File: src/sv/dce_pkg.sv
// shared types and codes of the dma channel engine
package dce_pkg;

  // operation codes of an input beat
  localparam logic [1:0] OpM2d  = 2'd0;
  localparam logic [1:0] OpD2m  = 2'd1;
  localparam logic [1:0] OpTick = 2'd2;
  localparam logic [1:0] OpNone = 2'd3;

  // result kinds
  localparam logic KindAnswer = 1'b0;
  localparam logic KindXfer   = 1'b1;

  // input beat payload
  typedef struct packed {
    logic [1:0]  op;
    logic [1:0]  channel;
    logic [7:0]  target;
    logic [15:0] length;
    logic [15:0] device_addr;
    logic [15:0] mem_addr;
  } in_item_t;

  // result beat payload
  typedef struct packed {
    logic        kind;
    logic        accepted;
    logic [1:0]  chan_out;
    logic [7:0]  target_out;
    logic        to_memory;
    logic [15:0] mem_addr_out;
    logic [15:0] device_addr_out;
    logic        channel_done;
    logic        last;
  } out_item_t;

  // one row of the channel table
  typedef struct packed {
    logic [15:0] remaining;
    logic [15:0] mem_pointer;
    logic [15:0] device_pointer;
    logic        direction;
    logic [7:0]  target_id;
  } chan_entry_t;

endpackage

File: src/sv/dce_if.sv
// valid/ready channels of the dma channel engine

// request and tick beats
interface dce_in_if;
  logic               valid;
  logic               ready;
  dce_pkg::in_item_t  data;
  modport source (output valid, output data, input ready);
  modport sink (input valid, input data, output ready);
endinterface

// answer and transfer command beats
interface dce_out_if;
  logic               valid;
  logic               ready;
  dce_pkg::out_item_t data;
  modport source (output valid, output data, input ready);
  modport sink (input valid, input data, output ready);
endinterface

File: src/sv/dce_chan_mem.sv
// channel table memory, one write port and one registered read port
module dce_chan_mem #(
  parameter int unsigned DEPTH = 4,
  parameter int unsigned AW    = 2
) (
  input  logic                 clk_i,
  input  logic                 we_i,
  input  logic [AW-1:0]        waddr_i,
  input  dce_pkg::chan_entry_t wdata_i,
  input  logic                 re_i,
  input  logic [AW-1:0]        raddr_i,
  output dce_pkg::chan_entry_t rdata_o
);

  dce_pkg::chan_entry_t mem_q [DEPTH];
  dce_pkg::chan_entry_t rdata_q;

  // write port
  always_ff @(posedge clk_i) begin
    if (we_i) begin
      mem_q[waddr_i] <= wdata_i;
    end
  end

  // read port, registered
  always_ff @(posedge clk_i) begin
    if (re_i) begin
      rdata_q <= mem_q[raddr_i];
    end
  end

  assign rdata_o = rdata_q;

endmodule

File: src/sv/dma_channel_engine_core.sv
// dma channel engine: a request goes from S_IDLE to S_REQ, a tick from S_IDLE to S_SCAN
// each active channel is S_SCAN, a read of the table, then S_RMW, its write back
// a tick with no active channel returns from S_SCAN to S_IDLE, op 3 is dropped on acceptance
// results leave through one output register; a stalled sink holds the sequencer
// reset clears the busy flags, the sequencer and the output valid; the table rows are
// not cleared, and a row is only read while its busy flag is set
module dma_channel_engine_core #(
  parameter int unsigned CHANNELS   = 4,
  parameter int unsigned WORD_BYTES = 2
) (
  input logic       clk_i,
  input logic       rst_ni,
  dce_in_if.sink    in_i,
  dce_out_if.source out_o
);

  localparam int unsigned CW = (CHANNELS > 1) ? $clog2(CHANNELS) : 1;
  localparam int unsigned SW = $clog2(CHANNELS + 1);
  localparam logic [15:0] MemStep = 16'(WORD_BYTES);

  typedef enum logic [3:0] {
    S_IDLE = 4'b0001,
    S_REQ  = 4'b0010,
    S_SCAN = 4'b0100,
    S_RMW  = 4'b1000
  } state_e;

  state_e               state_q, state_d;
  dce_pkg::in_item_t    item_q, item_d;
  logic [CHANNELS-1:0]  busy_q, busy_d;
  logic [SW-1:0]        scan_q, scan_d;
  logic [CW-1:0]        cur_q, cur_d;
  logic                 out_valid_q, out_valid_d;
  dce_pkg::out_item_t   out_data_q, out_data_d;

  logic                 mem_we;
  logic [CW-1:0]        mem_waddr;
  dce_pkg::chan_entry_t mem_wdata;
  logic                 mem_re;
  dce_pkg::chan_entry_t mem_rdata;

  logic [4:0]           req_ch;
  logic [CW-1:0]        req_idx;
  logic                 req_ok;
  logic                 nxt_found;
  logic [CW-1:0]        nxt_idx;
  logic                 later_busy;
  logic [4:0]           cur_ext;
  logic                 out_free;
  logic                 xfer_done;

  // channel table
  dce_chan_mem #(
    .DEPTH (CHANNELS),
    .AW    (CW)
  ) u_mem (
    .clk_i   (clk_i),
    .we_i    (mem_we),
    .waddr_i (mem_waddr),
    .wdata_i (mem_wdata),
    .re_i    (mem_re),
    .raddr_i (nxt_idx),
    .rdata_o (mem_rdata)
  );

  // request decode against the busy flags
  assign req_ch  = {3'b000, item_q.channel};
  assign req_idx = req_ch[CW-1:0];
  assign req_ok  = (req_ch < 5'(CHANNELS)) && !busy_q[req_idx];

  // lowest busy channel at or above the scan position
  always_comb begin
    nxt_found = 1'b0;
    nxt_idx   = '0;
    for (int c = CHANNELS - 1; c >= 0; c--) begin
      if (busy_q[c] && (SW'(c) >= scan_q)) begin
        nxt_found = 1'b1;
        nxt_idx   = CW'(c);
      end
    end
  end

  // any busy channel after the current one
  always_comb begin
    later_busy = 1'b0;
    for (int c = 0; c < CHANNELS; c++) begin
      if (busy_q[c] && (CW'(c) > cur_q)) begin
        later_busy = 1'b1;
      end
    end
  end

  assign cur_ext   = 5'(cur_q);
  assign out_free  = !out_valid_q || out_o.ready;
  assign xfer_done = (mem_rdata.remaining == 16'd1);

  // sequencer
  always_comb begin
    state_d     = state_q;
    item_d      = item_q;
    busy_d      = busy_q;
    scan_d      = scan_q;
    cur_d       = cur_q;
    out_valid_d = out_valid_q && !out_o.ready;
    out_data_d  = out_data_q;
    mem_we      = 1'b0;
    mem_waddr   = req_idx;
    mem_wdata   = '0;
    mem_re      = 1'b0;

    unique case (state_q)
      S_IDLE: begin
        if (in_i.valid) begin
          item_d = in_i.data;
          if (in_i.data.op == dce_pkg::OpM2d || in_i.data.op == dce_pkg::OpD2m) begin
            state_d = S_REQ;
          end else if (in_i.data.op == dce_pkg::OpTick) begin
            scan_d  = '0;
            state_d = S_SCAN;
          end
        end
      end
      S_REQ: begin
        if (out_free) begin
          out_valid_d         = 1'b1;
          out_data_d          = '0;
          out_data_d.kind     = dce_pkg::KindAnswer;
          out_data_d.accepted = req_ok;
          out_data_d.chan_out = item_q.channel;
          out_data_d.last     = 1'b1;
          if (req_ok) begin
            mem_we                   = 1'b1;
            mem_waddr                = req_idx;
            mem_wdata.remaining      = item_q.length;
            mem_wdata.mem_pointer    = item_q.mem_addr;
            mem_wdata.device_pointer = item_q.device_addr;
            mem_wdata.direction      = (item_q.op == dce_pkg::OpD2m);
            mem_wdata.target_id      = item_q.target;
            busy_d[req_idx]          = (item_q.length != 16'd0);
          end
          state_d = S_IDLE;
        end
      end
      S_SCAN: begin
        if (nxt_found) begin
          mem_re  = 1'b1;
          cur_d   = nxt_idx;
          state_d = S_RMW;
        end else begin
          state_d = S_IDLE;
        end
      end
      S_RMW: begin
        if (out_free) begin
          out_valid_d                = 1'b1;
          out_data_d.kind            = dce_pkg::KindXfer;
          out_data_d.accepted        = 1'b0;
          out_data_d.chan_out        = cur_ext[1:0];
          out_data_d.target_out      = mem_rdata.target_id;
          out_data_d.to_memory       = mem_rdata.direction;
          out_data_d.mem_addr_out    = mem_rdata.mem_pointer;
          out_data_d.device_addr_out = mem_rdata.device_pointer;
          out_data_d.channel_done    = xfer_done;
          out_data_d.last            = !later_busy;
          // write back the advanced row
          mem_we                   = 1'b1;
          mem_waddr                = cur_q;
          mem_wdata                = mem_rdata;
          mem_wdata.remaining      = mem_rdata.remaining - 16'd1;
          mem_wdata.mem_pointer    = mem_rdata.mem_pointer + MemStep;
          mem_wdata.device_pointer = mem_rdata.device_pointer + 16'd1;
          busy_d[cur_q]            = !xfer_done;
          scan_d                   = SW'(cur_q) + SW'(1);
          state_d                  = S_SCAN;
        end
      end
      default: begin
        state_d = S_IDLE;
      end
    endcase
  end

  // control state
  always_ff @(posedge clk_i or negedge rst_ni) begin
    if (!rst_ni) begin
      state_q     <= S_IDLE;
      busy_q      <= '0;
      out_valid_q <= 1'b0;
    end else begin
      state_q     <= state_d;
      busy_q      <= busy_d;
      out_valid_q <= out_valid_d;
    end
  end

  // payload registers
  always_ff @(posedge clk_i) begin
    item_q     <= item_d;
    scan_q     <= scan_d;
    cur_q      <= cur_d;
    out_data_q <= out_data_d;
  end

  assign in_i.ready  = (state_q == S_IDLE);
  assign out_o.valid = out_valid_q;
  assign out_o.data  = out_data_q;

endmodule

File: src/flat_wrapper.sv
// flat-port wrapper written by rule: the top's interface ports become plain ports
module dma_channel_engine_core_flat 
#(
  parameter int unsigned CHANNELS   = 4,
  parameter int unsigned WORD_BYTES = 2
)
  (clk_i, rst_ni, in_i_valid, in_i_data, in_i_ready, out_o_valid, out_o_data, out_o_ready);
  dce_in_if in_i_i ();
  dce_out_if out_o_i ();
  input logic clk_i;
  input logic rst_ni;
  input wire logic [$bits(in_i_i.valid)-1:0] in_i_valid;
  input wire logic [$bits(in_i_i.data)-1:0] in_i_data;
  output wire logic [$bits(in_i_i.ready)-1:0] in_i_ready;
  output wire logic [$bits(out_o_i.valid)-1:0] out_o_valid;
  output wire logic [$bits(out_o_i.data)-1:0] out_o_data;
  input wire logic [$bits(out_o_i.ready)-1:0] out_o_ready;
  assign in_i_i.valid = in_i_valid;
  assign in_i_i.data = in_i_data;
  assign in_i_ready = in_i_i.ready;
  assign out_o_valid = out_o_i.valid;
  assign out_o_data = out_o_i.data;
  assign out_o_i.ready = out_o_ready;
  dma_channel_engine_core #(.CHANNELS(CHANNELS), .WORD_BYTES(WORD_BYTES)) u_core (.clk_i(clk_i), .rst_ni(rst_ni), .in_i(in_i_i), .out_o(out_o_i));
endmodule
File: config.mk
export PLATFORM = sky130hd
export DESIGN_NAME = dma_channel_engine_core_flat
export DESIGN_NICKNAME = d
export VERILOG_FILES = /design/src/sv/dce_pkg.sv /design/src/sv/dce_if.sv /design/src/sv/dce_chan_mem.sv /design/src/sv/dma_channel_engine_core.sv /design/src/flat_wrapper.sv
export SDC_FILE = /design/constraint.sdc
export NUM_CORES = 1
export LEC_CHECK = 0
export ABC_AREA = 1
export BUFFER_PORTS_ARGS = -buffer_cell sky130_fd_sc_hd__clkbuf_2
export CORE_ASPECT_RATIO = 0.9
export CORE_MARGIN = 8
export CORE_UTILIZATION = 47
export CTS_BUF_LIST = sky130_fd_sc_hd__clkbuf_16
export CTS_CLUSTER_SIZE = 24
export DETAILED_ROUTE_END_ITERATION = 10
export GPL_TIMING_DRIVEN = 0
export PLACE_DENSITY = 0.66
export SYNTH_ARGS = -nofsm -noshare
export SYNTH_HDL_FRONTEND = slang
export SYNTH_SLANG_ARGS = --single-unit
export TNS_END_PERCENT = 5
File: constraint.sdc
create_clock -name clk_i -period 6.4 [get_ports clk_i]
set_input_delay 0.32 -clock clk_i [delete_from_list [all_inputs] [get_ports clk_i]]
set_output_delay 0.32 -clock clk_i [all_outputs]
set_load 0.005 [all_outputs]
# --- Word-level counts from Yosys, hierarchy flattened ---
# Memory sizes are Yosys's and may differ from the RTL's. A register that Yosys moved wholly into a read port is not among the register bits.
# Cells that the tools add are included.
# W data, S select, Z words.
totals:
  n_memories: 1
  ram_bits: 228
  ff_bits: 121
  word_cells: 138
mem_list:
  columns: ["name", "depth", "width", "rd", "rd_ports_with_merged_regs", "write_ports", "line_no", "rtl"]
  rows:
  - ["u_core.u_mem.mem_q", 4, 57, 1, 1, 1, "dce_chan_mem.sv:15", "dce_pkg::chan_entry_t mem_q [DEPTH];"]
classes:
  n_addsub: 4
  reduce_logical: 30
  order_cmp: 13
  n_eq_ne: 15
  muxes: 55
ops:
  columns: ["cell", "count"]
  rows:
  - ["$mux W57", 3]
  - ["$pmux W57 S2", 1]
  - ["$mux W47", 2]
  - ["$pmux W47 S2", 1]
  - ["$mux W4", 9]
  - ["$mux W1", 20]
  - ["$add A16 B1 Y16 const B", 1]
  - ["$add A16 B2 Y16 const B", 1]
  - ["$eq A16 B1 Y1 const B", 1]
  - ["$pmux W4 S4", 1]
  - ["$reduce_bool A16 Y1", 1]
  - ["$sub A16 B1 Y16 const B", 1]
  - ["$logic_and A1 B1 Y1", 12]
  - ["$mux W2", 6]
  - ["$mux W3", 4]
  - ["$lt A2 B3 Y1 const B", 3]
  - ["$bwmux W4", 2]
  - ["$ne A2 B1 Y1 const B", 4]
  - ["$pmux W4 S2", 1]
  - ["$reduce_and A4 Y1", 2]
  - ["$ge A1 B3 Y1 const A", 2]
  - ["$ge A2 B3 Y1 const A", 2]
  - ["$pmux W3 S2", 1]
  - ["$logic_not A1 Y1", 5]
  - ["22 further kinds", 31]

# --- Depth between registers and ports, before layout ---
# Gate-level depths: netlist of the first run.
depth:
  depth_word: 9
  ltp_mapped: 11

# --- By module ---
# Synthesis of the first run repeated with hierarchy kept, for this count alone.
unflattened:
  hier_cells: 1666
  hier_area_um2: 17615.6
modules_own_cells:
  columns: ["mod", "cells_per_inst", "seq_area_each_um2", "instances", "area_per_inst_um2"]
  rows:
  - ["dce_chan_mem", 958, 8558.2, 1, 11324.6]
  - ["dma_channel_engine_core", 708, 3589.7, 1, 6291.0]

# --- Worst setup path after synthesis of the first run ---
# No wires, ideal clock.
synth_path:
  path_type: "register to register"
  start: "register u_core.state_q[1]"
  end: "memory u_core.u_mem.mem_q[2][0] in the netlist's numbering, enable pin"
  setup_slack_ps: -298
  n_path_buf: 0
  arrival_ps: 6156
  stages_incl_launch_ff: 6
  cell_sequence: "dfrtp_1 > nor2_2 > nand3_2 > nand2_1 > nand2_1 > nor3_1"
synth_via:
  elab_chain_cells: 4
  word_cells_on_any_way: 6
synth_rtl:
  columns: ["item", "line_no", "rtl"]
  rows:
  - ["from (decl)", "dma_channel_engine_core.sv:28", "state_e state_q, state_d;"]
  - ["from (signal assigned)", "dma_channel_engine_core.sv:190", "state_q <= state_d;"]
  - ["$eq A4 B4 Y1 / $eq A4 B2 Y1 (equally long branches)", "dma_channel_engine_core.sv:111", "unique case (state_q)"]
  - ["$pmux W1 S2", "dma_channel_engine_core.sv:111", null]
  - ["$mux W1", "dce_chan_mem.sv:20", "if (we_i) begin"]
  - ["$mux W1 (implied by the code)", "dce_chan_mem.sv:21", "mem_q[waddr_i] <= wdata_i;"]
  - ["to (decl)", "dce_chan_mem.sv:15", null]
# Several ways; a longest one is shown, not always the timed one.

# --- Final worst setup path of the first run ---
layout_path:
  start: "register u_core.state_q[1]"
  end: "memory u_core.u_mem.mem_q[3][16] in the netlist's numbering, enable pin"
# Same word-level chain as after synthesis.

==> reports/summary.txt, run 1 <==
Crit path DAT -> 3.55 ns
Skew final -> 0.0112 ns
Clock network fraction of total power -> 0.311
Vias in the first global route -> 12000
Detail Placement HPWL -> 29.5 mm
Pre-CTS setup slack -> 3.03 ns
Post-synthesis cell count -> 1561
Clk_lat worst skew -> 0.54 ns
Leakage -> 8.60 nW
Worst vdd ir -> 186 uV
Unrepaired setup endpoints after global routing -> false
WL final -> 44.1 mm
Endpoints failing setup -> 0
Max Cap Viol -> 0
Clock Tree Buf Depth -> 3
Crit-path cells -> nor2_2 -> nand3_2 -> nand2_2 -> nand2_1 -> nor3_4 -> buf_16 -> buf_16 -> buf_8
CTS sink cnt -> 406
Cts bufs inserted -> 42
Worst setup path endpoint -> u_core.u_mem.mem_q[3][16]$_DFFE_PP_
Worst path max stage delay -> 0.74 ns
Critical path's top delay family -> simple AND/OR/NAND/NOR gates
Critical path's most frequent cell -> buf_16
H-tree depth -> 2
Io pins -> 113
Area share of the largest cell type after synthesis -> 0.679
# DRC -> 0
Core ar. -> 37100 um2
First-pass GRT wire length -> 67.9 mm
Top cells by area, synth -> edfxtp_1, nand2_1, nand3b_1, nand3_1, inv_1
CTS tree -> yes
Post-synthesis compound-gate area fraction -> 0.0234
Setup TNS -> 0 ns
Sequential fraction of the synthesis area -> 0.692
Hold Crit Class -> in2reg
Cell taking the most area after synthesis -> edfxtp_1
Combinational power share -> 0.211
DR vias -> 12100
CP Launch Point -> u_core.state_q[1]$_DFFE_PN0P_
Hold Vio Cnt, Final -> 0
CTS root buf -> clkbuf_16
Wire per inst -> 19.0 um
Cts hold-fix bufs -> 61
Post-synthesis cell type count -> 34
CP Class -> reg2reg
CP Capture Type -> flop
Initial DRC count -> 1007
Setup bufs post-CTS -> 0
Nets@finish -> 1874
Max Freq -> 302 MHz
Global route overflow -> 0
Warnings from Yosys -> 0
Main combinational cell family by area after synthesis -> simple AND/OR/NAND/NOR gates
Worst R2R End -> u_core.u_mem.mem_q[3][16]$_DFFE_PP_
Sequential share of power -> 0.479
Post-CTS Resized -> 0
Internal -> 0.00488 W
Clock period minus worst slack -> 3.31 ns
Power consumption -> 0.00695 W
GR Util All Layers -> 0.203
Pwr dens -> 332 nW/um2
Drt first pass iters -> 5
#FFs+latches synth -> 406
Worst setup SP type -> flop
Mapped Area -> 17600 um2
Sw frac -> 0.297
Buf/Inv on CP -> 3
Post-synthesis adder-cell area fraction -> 0.00641
IO Port Bufs -> 112
Hold depth -> 3
Via density -> 5.21
Ant. Diodes -> 0
FP Rows -> 67
Post-route ant nets -> 0
Synth Net Count -> 1634
Post-synthesis mux area share -> 0
Stages on the worst setup path -> 8
Status -> completed
CP max stage cell -> nor3_4
Syn_area_per_cell -> 11.3 um2
Initial antenna violation count -> 0
Synth Area in Simple Gates -> 0.210
R2R Setup Slk -> 3.09 ns
Die ar. -> 43800 um2
Final setup margin -> 3.09 ns
GP Congestion -> 0.848
Fin crit share -> 0.518
CP required -> 6.64 ns
Area delta synth->final -> 19.3%
Xor/xnor share of the synthesized area -> 0.00499
CP Max Fanout -> 14
Rel. slew slack -> 0.321
Slew at the pin with the worst max-slew slack -> 1.02 ns
Share of post-route cells with drive strength above 1 -> 0.141
Final Max Tran Viols -> 0
Psw -> 0.00207 W
R2R depth -> 8
Die W -> 220 um
Largest net degree at the start of global routing -> 60
Die height -> 199 um
Clk pin slew, worst setup/hold paths -> 0.05 ns
RR Startpoint -> u_core.state_q[1]$_DFFE_PN0P_
Initial core utilization -> 0.474
==> synthesized netlist by cell type <==
library cell	number
nand3_1	165
buf_1	3
inv_2	6
nor2_1	94
nand2_2	5
nor2_2	5
buf_2	33
o31ai_1	1
o21ai_0	40
nand4_1	8
or2_2	1
a32oi_1	1
nand2_1	380
xnor2_1	4
inv_1	199
a211oi_1	2
nor3_2	3
a21oi_1	18
o211ai_1	1
o32ai_1	1
o21ai_2	2
edfxtp_1	397
buf_4	7
buf_6	5
nor3_1	8
nand3_2	2
or2_1	2
clkbuf_1	19
dfrtp_1	8
nand3b_1	114
ha_1	9
o21ai_1	11
dfstp_2	1
xor2_1	6
==> worst min-delay path by stage <==
stage	start	endpoint	slack, ns
floorplan	rst_ni	u_core.busy_q[0]$_DFFE_PN0P_	0.02
global placement	rst_ni	u_core.busy_q[0]$_DFFE_PN0P_	0.20
detailed placement	rst_ni	u_core.busy_q[0]$_DFFE_PN0P_	0.20
CTS	in_i_valid	u_core.state_q[0]$_DFFE_PN1P_	0.10
global route	in_i_valid	u_core.state_q[1]$_DFFE_PN0P_	0.12
finish	in_i_valid	u_core.state_q[1]$_DFFE_PN0P_	0.13
==> power groups by stage <==
| stage | logic, W | registers [W] | clock network, W |
|---|---|---|---|
| 2_1_floorplan | 0.000918 | 0.00336 | 0 |
| 3_3_place_gp | 0.00136 | 0.00341 | 0 |
| 3_5_place_dp | 0.00144 | 0.00338 | 0 |
| 4_1_cts | 0.00147 | 0.00333 | 0.00220 |
| 5_1_grt | 0.00163 | 0.00334 | 0.00230 |
| 6_report | 0.00147 | 0.00333 | 0.00216 |
==> worst reg2reg max path, delay by kind of cell, from the launching register on <==
kind	cells	cell delay, ns
flops	1	0.41
buf+inv	3	0.59
simple gates	5	2.02
==> flip-flops by register name (all words and copies together), names as in the netlist <==
signal	flops
u_core.u_mem.mem_q	228
u_core.item_q	58
u_core.u_mem.rdata_o	57
u_core.out_o.data	47
u_core.busy_q	4
u_core.state_q	4
u_core.scan_q	3
u_core.cur_q	2
u_core.req_idx	2
u_core.out_o.valid	1
==> metal layers <==
| metal | track usage | vias up | share of wire |
|---|---|---|---|
| li1 | - | 5754 | - |
| met1 | 0.261 | 5751 | 0.41 |
| met4 | 0.0667 | 0 | 0.028 |
| met5 | 0 | - | 0 |
| met2 | 0.343 | 475 | 0.48 |
| met3 | 0.0416 | 77 | 0.085 |
==> cells in the final DEF (no fill, tap or decap), drive strengths merged, types with 2 or more instances in the layout <==
master | synthesis | routed
ha | 9 | 9
xnor2 | 4 | 4
clkbuf | 19 | 174
nor3 | 11 | 11
nand2 | 385 | 385
dlygate4sd3 | 0 | 61
edfxtp | 397 | 397
nand4 | 8 | 8
a211oi | 2 | 2
dfrtp | 8 | 8
nand3 | 167 | 167
inv | 205 | 221
or2 | 3 | 3
buf | 48 | 71
clkinv | 0 | 15
nand3b | 114 | 114
xor2 | 6 | 6
a21oi | 18 | 18
nor2 | 99 | 99
o21ai | 53 | 53
==> logic make-up after synthesis <==
logic type | count (synthesis)
fa+ha+maj | 9
xor+xnor | 10
flops | 406
compound gates | 77
buf+inv | 272
simple gates | 787
==> cell type report <==
| class | instances | area [um2] |
|---|---|---|
| Fill cell | 3053 | 16100 |
| Sequential cell | 406 | 12100 |
| Multi-Input combinational cell | 883 | 4330 |
| Timing Repair Buffer | 196 | 1540 |
| Clock buffer | 43 | 1080 |
| Inverter | 205 | 772 |
| Tap cell | 483 | 604 |
| Buffer | 67 | 357 |
| Clock inverter | 31 | 126 |
==> metrics by stage <==
stage                     area (um2)  hold slack [ns]  utilization  instances
after floorplan                17600           0.0244            -       1561
final                          21000            0.127        0.565       2314
after global routing           21000            0.124        0.565       2314
after detailed placement       19100            0.201        0.517       2179
after CTS                      21000            0.101        0.565       2314
after global placement         18700            0.199        0.506       2156
Note: power is estimated with default switching activity, not from simulation.
==> inputs of run 2 (changes only) <==
--- a/config.mk
+++ b/config.mk
@@ -5,7 +5,7 @@
 export SDC_FILE = /design/constraint.sdc
 export NUM_CORES = 1
 export LEC_CHECK = 0
-export ABC_AREA = 1
+export ABC_AREA = 0
 export BUFFER_PORTS_ARGS = -buffer_cell sky130_fd_sc_hd__clkbuf_2
 export CORE_ASPECT_RATIO = 0.9
 export CORE_MARGIN = 8
==> constraint.sdc (replaced) <==
create_clock -name clk_i -period 2.75 [get_ports clk_i]
set_input_delay 0.1375 -clock clk_i [delete_from_list [all_inputs] [get_ports clk_i]]
set_output_delay 0.1375 -clock clk_i [all_outputs]
set_load 0.005 [all_outputs]
==> reports/summary.txt, run 2 <==
Max Freq -> 375 MHz
R2R Setup Slk -> 0.08 ns
RR Startpoint -> u_core.req_idx[1]$_DFFE_PP_
Post-synthesis cell count -> 1107
Post-Place Cells -> 1694
WL final -> 39.4 mm
Post-synth EDFFs -> 397
Detail Placement HPWL -> 25.1 mm
Io pins -> 113
Area share of the largest cell type after synthesis -> 0.744
CP Max Fanout -> 46
DR vias -> 10100
CP Class -> reg2reg
Ant. Diodes -> 0
Status -> completed
Area delta synth->final -> 22.0%
Die ar. -> 40200 um2
Sequential fraction of the synthesis area -> 0.759
Unrepaired setup endpoints after global routing -> false
Initial antenna violation count -> 1
CP required -> 2.94 ns
Wire per inst -> 21.5 um
Final Max Tran Viols -> 0
Fin cells -> 1830
Die height -> 191 um
Slew at the pin with the worst max-slew slack -> 0.944 ns
Clock Tree Buf Depth -> 3
Commonest non-fill, non-tap cells in the layout -> edfxtp_1, nand2_1, clkbuf_2
Final Util -> 0.578
Synth async-reset ratio -> 0.0222
Post-route ant nets -> 0
Via density -> 5.52
Most flops, register -> u_core.u_mem.mem_q
Vias in the first global route -> 10100
IO Port Bufs -> 112
Clk_lat worst skew -> 0.53 ns
Leakage -> 6.88 nW
Crit path DAT -> 2.86 ns
Initial DRC count -> 925
Max Cap Viol -> 0
Post-synthesis cell type count -> 53
Drt first pass iters -> 7
Hold Crit Class -> in2reg
Largest net degree at the start of global routing -> 47
FP Rows -> 64
Cts bufs inserted -> 41
Endpoints failing setup -> 0
Core ar. -> 33800 um2
Clk pin slew, worst setup/hold paths -> 0.06 ns
Initial core utilization -> 0.474
Most frequent cell after synthesis -> edfxtp_1
R2R depth -> 6
Mapped Area -> 16000 um2
Pwr dens -> 830 nW/um2
Clock period minus worst slack -> 2.67 ns
Share of post-route cells with drive strength above 1 -> 0.168
CTS root buf -> clkbuf_16
Warnings from Yosys -> 0
#FFs+latches synth -> 406
CTS sink cnt -> 406
Worst vdd ir -> 563 uV
# DRC -> 0
Hold Vio Cnt, Final -> 0
CTS tree -> yes
Die W -> 211 um
First-pass GRT wire length -> 60.4 mm
Ys flop type -> edfxtp_1
Final hold slack -> 0.0668 ns
Cell taking the most area after synthesis -> edfxtp_1
CP Capture Type -> flop
Most common library cells after synthesis -> edfxtp_1, nand2_1, a21oi_1
Fin crit share -> 0.970
Power consumption -> 0.0162 W
Rel. slew slack -> 0.371
Worst setup path endpoint -> u_core.u_mem.mem_q[0][21]$_DFFE_PP_
CP Launch Point -> u_core.req_idx[1]$_DFFE_PP_
Worst R2R End -> u_core.u_mem.mem_q[0][21]$_DFFE_PP_
GR Util All Layers -> 0.197
H-tree depth -> 2
Nets@finish -> 1417
Global route overflow -> 0
Setup TNS -> 0 ns
Worst setup SP type -> flop
Max FFs per register -> 228
Skew final -> 0.0197 ns
Synth Net Count -> 1180
Fill cells -> 2702
GP Congestion -> 0.795
Top cells by area, synth -> edfxtp_1, nand2_1, a32oi_1, a21oi_1, and2_1
Commonest non-fill, non-tap cell in the layout -> edfxtp_1
Syn_area_per_cell -> 14.5 um2
## run 2: final cells by class
cell class / count / area (um2) / share of cell area
multi-input combinational: 628 / 3600 / 0.184
tap: 462 / 578 / 0.0296
buffer: 59 / 325 / 0.0166
inverter: 14 / 53.8 / 0.00275
clock inverter: 26 / 209 / 0.0107
sequential: 406 / 12100 / 0.622
timing repair buffer: 194 / 1600 / 0.0818
clock buffer: 41 / 1030 / 0.0525
## run 2: worst max-delay path, stage by stage, from the launching register on
cell and delay (ns):
edfxtp_1 0.32, clkbuf_1 0.31, mux4_2 0.41, nor3_2 0.30, buf_4 0.31, a32o_4 0.32
buf_16 0.32
## run 2: timing repair
action                     in CTS  in global routing
resized for setup               5                  5
hold endpoints to repair       72                  0
setup endpoints to repair     186                116
pin swaps                       3                  0
gates cloned                    0                  0
hold buffers                   63                  0
buffers inserted                6                  0
## run 2: power by group
| part | internal [W] | switching [W] | leakage [nW] | total (W) |
|---|---|---|---|---|
| sequential | 0.00757 | 0.000252 | 3.63 | 0.00782 |
| clock | 0.00305 | 0.00219 | 0.653 | 0.00525 |
| combinational | 0.00108 | 0.00207 | 2.60 | 0.00316 |
| total | 0.0117 | 0.00452 | 6.88 | 0.0162 |
## run 2: cells by family after synthesis
group	after synthesis	share of synthesized area
AOI/OAI and AO/OA	209	0.0859
xor gates and xnor gates	40	0.0219
adders and majority gates	9	0.00703
buffers and inverters	73	0.0223
DFF	406	0.759
muxes	1	0.00141
and+or+nand+nor	369	0.103
## run 2: metal layers
metal,part of all wire,wire length (um),GRT usage,up-vias
li1,-,-,-,4613
met1,0.42,16800,0.268,4982
met2,0.47,18700,0.319,435
met3,0.079,3120,0.0400,70
met4,0.022,865,0.0535,0
met5,0,0,0,-
## run 2: worst min path at each step
stage / depth (start not counted) / end / slack [ns] / startpoint
2_1_floorplan: 0 / u_core.busy_q[0]$_DFFE_PN0P_ / -0.16 / rst_ni
3_3_place_gp: 1 / u_core.busy_q[2]$_DFFE_PN0P_ / 0.008 / rst_ni
3_5_place_dp: 1 / u_core.busy_q[2]$_DFFE_PN0P_ / 0.006 / rst_ni
4_1_cts: 3 / u_core.state_q[3]$_DFFE_PN0P_ / 0.03 / out_o_ready
5_1_grt: 3 / u_core.state_q[3]$_DFFE_PN0P_ / 0.09 / out_o_ready
6_report: 3 / u_core.state_q[3]$_DFFE_PN0P_ / 0.07 / out_o_ready
## run 2: stage by stage
step / setup slack, ns / cell area, um2
2_1_floorplan: -0.510 / 16100
3_3_place_gp: -1.94 / 17200
3_5_place_dp: -0.539 / 17600
4_1_cts: 0.0438 / 19500
5_1_grt: 0.0101 / 19500
6_report: 0.0830 / 19500
